## src/design/sdo_ram.sv

```systemverilog
`timescale 1ns / 1ps
`default_nettype none

module sdo_ram #(
    parameter int WIDTH = 8,
    parameter int DEPTH = 2
) (
    input  wire logic                     i_clk,
    input  wire logic                     i_we,
    input  wire logic [$clog2(DEPTH)-1:0] i_waddr,
    input  wire logic [WIDTH-1:0]         i_wdata,
    input  wire logic [$clog2(DEPTH)-1:0] i_raddr,
    output logic      [WIDTH-1:0]         o_rdata
);

    logic [WIDTH-1:0] r_mem [DEPTH];
    logic [WIDTH-1:0] r_rdata;

    always_ff @(posedge i_clk) begin
        if (i_we) begin
            r_mem[i_waddr] <= i_wdata;
        end
        r_rdata <= r_mem[i_raddr];
    end

    assign o_rdata = r_rdata;

endmodule

`default_nettype wire

```

## config.mk

```make
export PLATFORM = sky130hd
export DESIGN_NAME = sdo_ram
export DESIGN_NICKNAME = d
export VERILOG_FILES = /design/src/design/sdo_ram.sv
export SDC_FILE = /design/constraint.sdc
export NUM_CORES = 1
export LEC_CHECK = 0
export BUFFER_PORTS_ARGS = -buffer_cell sky130_fd_sc_hd__buf_2
export CORE_UTILIZATION = 45
export CTS_CLUSTER_SIZE = 30
export DETAILED_ROUTE_END_ITERATION = 12
export MAX_ROUTING_LAYER = met4
export PLACE_DENSITY = 0.69
export SLEW_MARGIN = 20
export SYNTH_ARGS = -nofsm -noshare
export SYNTH_HDL_FRONTEND = slang
export SYNTH_SLANG_ARGS = --single-unit
```

## constraint.sdc

```tcl
create_clock -name i_clk -period 1.25 [get_ports i_clk]
set_input_delay 0.1875 -clock i_clk [delete_from_list [all_inputs] [get_ports i_clk]]
set_output_delay 0.1875 -clock i_clk [all_outputs]
set_load 0.01 [all_outputs]
```

==> reports/results.env <==
SYN_NETS=47
PWR-SHARE-CLK_PCT=23.5
TRITONCTS='built'
CORE-AREA_UM2=1560
MIN_PERIOD_OVER_PERIOD_PCT=74.0
RSZ_0062_RAISED_AFTER_GLOBAL_ROUTING='false'
MOSTFREQUENTLAYOUTCELLS='19 x buf_2, 16 x edfxtp_1, 8 x mux2_4, 8 x dfxtp_1, 3 x clkbuf_4'
TIMING_HOLD_VIOLATIONS_FINAL=0
FP.DIEAREA_UM2=1910
SEQ_POWER_SHARE_PCT=68.2
SWITCHING_SHARE_PCT=19.4
NUMCLOCKSINKS=24
DRC_ERRORS=1
WORSTPATHMAXFANOUT=1
WORSTPATHCELLLIST='buf_2'
NUMBER_OF_ANTENNA_VIOLATIONS_AT_THE_FIRST_CHECK_IN_GLOBAL_ROUTING=0
CLOCK_TREE.ROOT_CELL='clkbuf_4'
CP.BUFFERS_INVERTERS=1
SETUP.WORST_PATH.CLASS='reg2out'
DRT_WL_TOTAL_UM=811
SLEW_VIOL_FINAL=0
CLOCK_TREE.BUFFER_DEPTH=2
AVGROUTEDWIREPERCELL_UM=11.0
PORTBUFFERS=19
ROWS=14
GLOBAL_ROUTE.USAGE.TOTAL_PCT=9.30
ANTENNA_LEFT=0
CTS.CLK_SLEW.WORST_PATHS_NS=0.12
MAXCAPVIOLCOUNT=0
DRT-VIAS-PER-INSTANCE=4.65
STARTPOINT_TYPE='flip-flop'
CP_DATA_ARRIVAL_TIME_NS=0.74
WORST-SLEW-PIN-TRANSITION_NS=0.339
SYN_AREA_UM2=785
FINAL_COMMON_CELL='buf_2'
TIMING.CRITICAL_PATH.DEPTH=1
WORST_SLACK_NS=0.325
GRT_FIRST_PASS_WIRELENGTH_MM=1.22
CRIT_PATH_MAX_INCR_DELAY_NS=0.33
VIAS_IN_THE_FIRST_GLOBAL_ROUTE=311
YOSYSWARNINGCOUNT=0
MAX_SLEW_MARGIN_PCT=77.4
VIA_TOTAL_AFTER_DETAILED_ROUTING=344
FINALSETUPTNS_NS=0
SYNTH_SEQUENTIAL_AREA_RATIO_PCT=81.7
END_KIND='output pin'
VDD_IR_DROP_MAX_uV=739
SYN_TO_FINAL_GROWTH_PCT=17.5
SYNTHDISTINCTLIBCELLS=6
INTERNAL_POWER_mW=1.09
COMB_POWER_SHARE_PCT=8.4
FINALSETUPVIOLATIONS=0
FIN_SKEW_NS=0.00360
HP-START='i_wdata[7]'
FLOORPLAN.IO_PINS=20
DRIVE_GT1_SHARE_PCT=53.4
GRT.OVERFLOW.TOTAL=0
MAX_FREQ_MHz=1080
SYNTH-SEQ-CELLS=24
H-TREE-DEPTH=1
R2R-START='r_mem[1][2]$_DFFE_PP_'
FINAL_PERIOD_MINUS_WORST_SETUP_SLACK_NS=0.925
CRITICAL_PATH_REQUIRED_NS=1.06
CP-STARTPOINT='o_rdata[5]$_DFF_P_'
HOLD_BUFFERS=0
DIE-HEIGHT_UM=43.8
CTS_RESIZED=0
DETAIL_ROUTE.ITER0.VIOLATIONS=3
ANTENNA-DIODE-COUNT=0
DIE_WIDTH_UM=43.8
INSERTION_DELAY_OF_THE_LATER_CLOCKED_PIN_IN_THE_WORST_SKEW_PAIR_NS=0.29
HOLDPATHSTAGES=1
SYN_INST=35
NET-SWITCHING-POWER_mW=0.262
GP_ROUTABILITY_CONGESTION=0.615
FLOORPLAN.INITIALDENSITY_PCT=50.3
POST_SYNTH.CELL_AREA_AVG_UM2=22.4
SLOWEST_STAGE='dfxtp_1'
CRIT_FAMILY='flip-flops'
NUMBER_OF_BUFFERS_INSERTED_DURING_CLOCK_TREE_SYNTHESIS=3
FINAL_NET_COUNT=71
OUTCOME='finished, violations left'
GRT_MAX_DEGREE=14
LEAKAGEPOWER_nW=0.383
RR_WORST_DEPTH=1
HP-CLASS='in2reg'
FAILED_CHECKS='design-rule violations'
TOTAL_POWER_DIVIDED_BY_CELL_AREA_nW_PER_UM2=1470
PRE_CTS_SLACK_NS=0.294
CTS.REPAIR_TIMING.SETUP_BUFFER_COUNT=0
DETAILEDROUTE.FIRSTPASSITERATIONCOUNT=7
[final timing paths]
path | to | slack, ns
setup / recovery | o_rdata[5] | 0.32
hold / removal | r_mem[1][7]$_DFFE_PP_ | 0.07
setup reg to reg | o_rdata[2]$_DFF_P_ | 0.49
hold reg to reg | o_rdata[2]$_DFF_P_ | 0.48
[flip-flops by register name, summed over array words and instances, names as in the netlist]
signal and cells:
r_mem 16, o_rdata 8
[routing by layer]
layer	routed length [um]	share of wire, %	track usage (%)	up-vias
met5	0	0	-	-
met4	0	0	1.88	0
met3	49	6.0	2.50	0
met2	439	54	16.7	12
met1	322	40	10.3	158
li1	-	-	-	174
[power groups by stage]
stage	logic [mW]	registers, mW	clock network [mW]
after detailed placement	0.115	0.940	0
after global placement	0.114	0.939	0
after floorplan	0.0546	0.952	0
after CTS	0.115	0.922	0.324
after global routing	0.123	0.927	0.355
final	0.113	0.921	0.317
[layout make-up]
| class | instances | area, um2 |
|---|---|---|
| Clock buffer | 3 | 22.5 |
| Clock inverter | 1 | 3.75 |
| Fill cell | 118 | 637 |
| Multi-Input combinational cell | 10 | 133 |
| Sequential cell | 24 | 641 |
| Tap cell | 16 | 20.0 |
| Timing Repair Buffer | 20 | 103 |
[synthesized netlist by cell type]
master / instances / area [um2]
nor2b_1: 1 / 6.26
mux2_4: 8 / 120
dfxtp_1: 8 / 160
and2_1: 1 / 6.26
buf_6: 1 / 11.3
edfxtp_1: 16 / 480
[metrics by stage]
step | cell area, um2 | hold WS, ns | instances | total power, mW | utilization, %
2_1_floorplan | 785 | 0.286 | 35 | 1.01 | -
3_3_place_gp | 896 | 0.377 | 70 | 1.05 | 57.5
3_5_place_dp | 896 | 0.381 | 70 | 1.06 | 57.5
4_1_cts | 922 | 0.0676 | 74 | 1.36 | 59.1
5_1_grt | 922 | 0.0559 | 74 | 1.41 | 59.1
6_report | 922 | 0.0716 | 74 | 1.35 | 59.1
[kinds of logic after synthesis]
logic type,share of synthesized area (%)
flip-flops,81.7
multiplexers,15.3
AND/OR/NAND/NOR,1.60
buffers and inverters,1.44
Power figures use the tool's default switching activity.
