[src/design/sdo_pkg.sv]
`timescale 1ns / 1ps
`default_nettype none

package sdo_pkg;

    localparam int DEF_MAX_SEGMENTS = 64;
    localparam int DEF_COORD_BITS   = 32;
    localparam int FIELD_BITS       = 32;
    localparam int INDEX_BITS       = 6;
    localparam int DEPTH_BITS       = 64;

    localparam logic [DEPTH_BITS-1:0] TERM_LIMIT = 64'h2000_0000_0000_0000;

    typedef struct packed {
        logic                         first_of_set;
        logic signed [FIELD_BITS-1:0] left_x;
        logic signed [FIELD_BITS-1:0] left_depth;
        logic signed [FIELD_BITS-1:0] right_x;
        logic signed [FIELD_BITS-1:0] right_depth;
    } t_item;

    typedef struct packed {
        logic [INDEX_BITS-1:0] front_index;
        logic [INDEX_BITS-1:0] back_index;
        logic                  crossed;
        logic                  rejected;
        logic                  any_crossing;
        logic                  last;
    } t_result;

endpackage

`default_nettype wire

[src/design/sdo_interp.sv]
`timescale 1ns / 1ps
`default_nettype none

module sdo_interp #(
    parameter int RUN_BITS = 33
) (
    input  wire logic                                i_clk,
    input  wire logic                                i_rst_n,
    input  wire logic                                i_start,
    input  wire logic signed [sdo_pkg::DEPTH_BITS-1:0] i_dz,
    input  wire logic signed [RUN_BITS-1:0]          i_run,
    input  wire logic signed [RUN_BITS-1:0]          i_span,
    output logic                                     o_done,
    output logic signed [sdo_pkg::DEPTH_BITS-1:0]    o_term
);
    import sdo_pkg::*;

    localparam int PW   = DEPTH_BITS + RUN_BITS;
    localparam int CNTW = $clog2(PW + 1);

    localparam logic [1:0] P_IDLE = 2'd0;
    localparam logic [1:0] P_MUL  = 2'd1;
    localparam logic [1:0] P_DIV  = 2'd2;
    localparam logic [1:0] P_FIN  = 2'd3;

    logic [1:0]            r_phase;
    logic [CNTW-1:0]       r_cnt;
    logic [PW-1:0]         r_acc;
    logic [PW-1:0]         r_mc;
    logic [RUN_BITS-1:0]   r_mr;
    logic [RUN_BITS-1:0]   r_den;
    logic [RUN_BITS-1:0]   r_rem;
    logic                  r_neg;
    logic                  r_done;
    logic signed [DEPTH_BITS-1:0] r_term;

    logic [DEPTH_BITS-1:0] mag_dz;
    logic [RUN_BITS-1:0]   mag_run;
    logic [RUN_BITS-1:0]   mag_span;
    logic [RUN_BITS:0]     shifted;
    logic                  fits;
    logic [DEPTH_BITS-1:0] q_sat;

    always_comb begin
        mag_dz   = i_dz[DEPTH_BITS-1] ? DEPTH_BITS'(-i_dz) : DEPTH_BITS'(i_dz);
        mag_run  = i_run[RUN_BITS-1] ? RUN_BITS'(-i_run) : RUN_BITS'(i_run);
        mag_span = i_span[RUN_BITS-1] ? RUN_BITS'(-i_span) : RUN_BITS'(i_span);
        shifted  = {r_rem, r_acc[PW-1]};
        fits     = shifted >= {1'b0, r_den};
        q_sat    = (r_acc > PW'(TERM_LIMIT)) ? TERM_LIMIT : r_acc[DEPTH_BITS-1:0];
    end

    always_ff @(posedge i_clk) begin
        if (!i_rst_n) begin
            r_phase <= P_IDLE;
            r_done  <= 1'b0;
        end else begin
            r_done <= 1'b0;
            case (r_phase)
                P_IDLE: begin
                    if (i_start) begin
                        r_acc   <= '0;
                        r_mc    <= PW'(mag_dz);
                        r_mr    <= mag_run;
                        r_den   <= mag_span;
                        r_neg   <= i_dz[DEPTH_BITS-1] ^ i_run[RUN_BITS-1] ^ i_span[RUN_BITS-1];
                        r_cnt   <= CNTW'(RUN_BITS);
                        r_phase <= P_MUL;
                    end
                end
                P_MUL: begin
                    if (r_mr[0]) begin
                        r_acc <= r_acc + r_mc;
                    end
                    r_mc  <= {r_mc[PW-2:0], 1'b0};
                    r_mr  <= r_mr >> 1;
                    r_cnt <= r_cnt - CNTW'(1);
                    if (r_cnt == CNTW'(1)) begin
                        r_cnt   <= CNTW'(PW);
                        r_rem   <= '0;
                        r_phase <= P_DIV;
                    end
                end
                P_DIV: begin
                    r_rem <= fits ? RUN_BITS'(shifted - {1'b0, r_den})
                                  : shifted[RUN_BITS-1:0];
                    r_acc <= {r_acc[PW-2:0], fits};
                    r_cnt <= r_cnt - CNTW'(1);
                    if (r_cnt == CNTW'(1)) begin
                        r_phase <= P_FIN;
                    end
                end
                P_FIN: begin
                    r_term  <= r_neg ? -$signed(q_sat) : $signed(q_sat);
                    r_done  <= 1'b1;
                    r_phase <= P_IDLE;
                end
                default: begin
                    r_phase <= P_IDLE;
                end
            endcase
        end
    end

    assign o_done = r_done;
    assign o_term = r_term;

endmodule

`default_nettype wire

[config.mk]
export PLATFORM = sky130hd
export DESIGN_NAME = sdo_interp
export DESIGN_NICKNAME = d
export VERILOG_FILES = /design/src/design/sdo_pkg.sv /design/src/design/sdo_interp.sv
export SDC_FILE = /design/constraint.sdc
export NUM_CORES = 1
export LEC_CHECK = 0
export BUFFER_PORTS_ARGS = -buffer_cell sky130_fd_sc_hd__buf_4
export CAP_MARGIN = 20
export CORE_UTILIZATION = 46
export DETAILED_ROUTE_END_ITERATION = 12
export PLACE_DENSITY = 0.75
export SLEW_MARGIN = 40
export SYNTH_ARGS = -nofsm -noshare
export SYNTH_HDL_FRONTEND = slang
export SYNTH_SLANG_ARGS = --single-unit
[constraint.sdc]
create_clock -name i_clk -period 14.55 [get_ports i_clk]
set_input_delay 0.7275 -clock i_clk [delete_from_list [all_inputs] [get_ports i_clk]]
set_output_delay 0.7275 -clock i_clk [all_outputs]
set_load 0.05 [all_outputs]
==> metrics.md <==
| Metric | Value |
|---|---|
| Crit path capture type | flip-flop |
| DP HPWL | 54.5 mm |
| Critical Path Fanout Max | 26 |
| Via Count | 22.2k |
| Gr ovfl total | 0 |
| Combinational share of power | 0.435 |
| Post-route DRC | 0 |
| Total CTS buffers | 43 |
| RSZ-0062 raised after global routing | false |
| Layout cell share with drive strength beyond 1 | 0.112 |
| Synthesized cell area | 26400 um2 |
| Critical path launch point type | flip-flop |
| EDFF count, synth | 365 |
| Row cnt | just under 90 |
| Post-synthesis cell count | between 2k and 3k |
| Die Span X | about 240 um |
| Die ar. | 58300 um2 |
| Clock Tree Root | clkbuf_16 |
| Fin. Hold Viols | 0 |
| Final Setup Violations | 0 |
| Met2 GRT Util | 0.351 |
| Ranking of synthesized cells by area | edfxtp_1 42%, ha_1 6.6%, xor2_1 5.2%, nand2_1 5.1%, o21ai_0 5.1% |
| Initial antenna violation count | 0 |
| Status | completed |
| Worst EP required | 14960 ps |
| Clock Tree Buf Depth | 3 |
| Psw | 0.00209 W |
| M3 GR Usage | 0.0341 |
| Setup CP Type | reg2reg |
| Vias per cell | 5.86 |
| Core Region | ~56000 um2 |
| Clk pwr share | 0.233 |
| Async SR Flop Fraction | 0 |
| Vias in the first global route | approximately 21k |
| CTS tree | yes |
| GR Layer Usage met1 | 0.363 |
| Sequential-to-total area share from yosys stat | 0.418 |
| Area grow syn2layout | 14.1% |
| # diodes | 0 |
| Min Tclk post-route | 5090 ps |
| Latest clock arrival within the worst-skew pair | around 600 ps |
| Worst-Margin Slew | 798 ps |
| Flops & latches, synth | 368 |
| Main flop type after synthesis | edfxtp_1 |
| Port bufs | 197 |
| Syn Area/Cell | about 9.1 um2 |
| Internal power | 0.00306 W |
| Clk_skew | 25.6 ps |
| Cell area after layout | 30100 um2 |
| Clock slew at reported path FFs | roughly 60 ps |
| Placed cell areas | 28500 um2 |
| YS warnings | 0 |
| Min-Delay Path Class | in2reg |
| Commonest non-fill, non-tap cells in the layout | 365 x edfxtp_1, 359 x nand2_1, 269 x o21ai_0, 225 x a21oi_1, 211 x buf_4 |
| # IOs | slightly below 200 |
| First-pass GRT wire length | between 100 and 150 mm |
| Synth top area share | 0.415 |
| Slew headroom | 0.466 |
| TNS Setup | 0 ps |
| Layout Nets | 3278 |
| Largest net degree at the start of global routing | between 100 and 150 |
| Routability Congestion | 0.982 |
| Max-capacitance violation count | 0 |
| # H-tree levels | 2 |
| Number of DRC markers in iteration 0 | 1942 |
| Clk sink count | roughly 370 |
| Syn Nets | approximately 3.2k |
| Post-CTS sizing | 0 |
| Post-synth top area cell | edfxtp_1 |
| Fmax | 196 MHz |
| Die H | around 240 um |
| Initial core utilization | 0.467 |
| Antenna-violating nets left | 0 |
| Worst VDD drop | 0.0000911 V |
| WL per Instance | 19.0 um |
| Sw Share | 0.406 |
| Routed WL | 71.9 mm |
| Fraction of power consumed by sequential logic | 0.331 |
| Pleak | 11.1 nW |
| # Post-CTS Setup Buffers | 0 |
| WP data arrival | approximately 5500 ps |
| Overall Global Routing Usage | 0.241 |
| Crit share post-route | 0.350 |
| Post-synth cell types | 82 |
| Drt pass-1 iters | 5 |
| Busiest grt layer | met1 |
| CTS Hold Bufs | 0 |
| Most common cell after layout, fill and taps aside | edfxtp_1 |
| Slew Viols, Final | 0 |
| PwrDens | 171 nW/um2 |
-- cell families (layout without fill, tap and decap cells) --
logic type                 after synthesis  after routing  synth area share
and+or+nand+nor                        989            989             0.183
xor gates and xnor gates               267            267            0.0886
DFF                                    368            368             0.418
AOI/OAI and AO/OA                      858            858             0.203
muxes                                   13             13           0.00512
buffers and inverters                  249            401            0.0356
adders and majority gates              142            142            0.0679
-- sequential cells by signal, indices dropped and copies added, names as in the netlist --
| register | count |
|---|---|
| r_den | 33 |
| r_mc | 97 |
| o_done | 1 |
| r_rem | 33 |
| r_neg | 1 |
| r_acc | 97 |
| r_cnt | 7 |
| r_mr | 33 |
| o_term | 64 |
| r_phase | 2 |
-- through the flow --
stage | total power, W | hold WS [ps] | worst slack [ps] | std cells | utilization
after CTS | 0.00513 | 295 | 9500 | 3793 | 0.532
after floorplan | 0.00333 | 500 | 5260 | 2886 | -
after global placement | 0.00388 | 506 | 9610 | 3711 | 0.504
after global routing | 0.00546 | 305 | 9160 | 3794 | 0.533
final | 0.00514 | 320 | 9460 | 3794 | 0.533
after detailed placement | 0.00391 | 515 | 9510 | 3713 | 0.505
-- critical path, cell delays in order, from the launching register on --
cell and delay (ps):
edfxtp_1 510, or4_4 590, or4_4 540, or4_4 460
or3_4 390, nor3_4 230, and3_4 240, o21a_1 470
nand2_1 150, ha_1 440, nor2_1 380, nor2_4 210
a311oi_1 290
-- synthesized netlist by cell type (all sizes together) (18+ instances only) --
master / instances
edfxtp: 365
or3: 40
o41ai: 23
o21a: 26
and2: 48
a22oi: 40
nand2b: 31
nand3: 45
nor2: 193
nor4: 34
o21bai: 25
a31oi: 18
nor3: 48
a21o: 59
clkbuf: 136
o21ai: 271
a21oi: 225
ha: 140
nand4: 53
or4: 22
a211oi: 18
o31ai: 46
xnor2: 111
inv: 103
nand2: 360
xor2: 156
a311oi: 25
nor2b: 59
-- layer usage --
layer	part of all wire	vias to the layer above	wire [um]
met4	0.033	0	2380
li1	-	10900	-
met2	0.42	819	30200
met3	0.076	117	5450
met1	0.47	10400	33900
met5	0	-	0
-- path summary, 6_finish.rpt --
kind	startpoint	to	slack [ps]	cells past startpoint
worst min register to register	r_mr[25]	r_mr[24]	530	2
worst max register to register	r_acc[23]	o_term[16]	9460	12
worst min-delay path	i_span[0]	r_den[0]	320	1
worst max-delay path	r_acc[23]	o_term[16]	9460	12
-- power by group through the flow --
| stage | combinational (W) | sequential (W) | clock, W |
|---|---|---|---|
| after global placement | 0.00217 | 0.00171 | 0 |
| after detailed placement | 0.00220 | 0.00172 | 0 |
| after CTS | 0.00221 | 0.00170 | 0.00122 |
| final | 0.00224 | 0.00170 | 0.00120 |
| after global routing | 0.00248 | 0.00172 | 0.00125 |
| after floorplan | 0.00163 | 0.00169 | 0 |
-- final cells by class --
class / instances / area (um2)
clock buffer: 47 / 1090
clock inverter: 33 / 465
fill: 5118 / 26400
inverter: 103 / 387
multi-input combinational: 2269 / 14500
sequential: 368 / 11000
tap: 756 / 946
timing repair buffer: 218 / 1690
No activity file was read; power rests on OpenSTA's default activity.
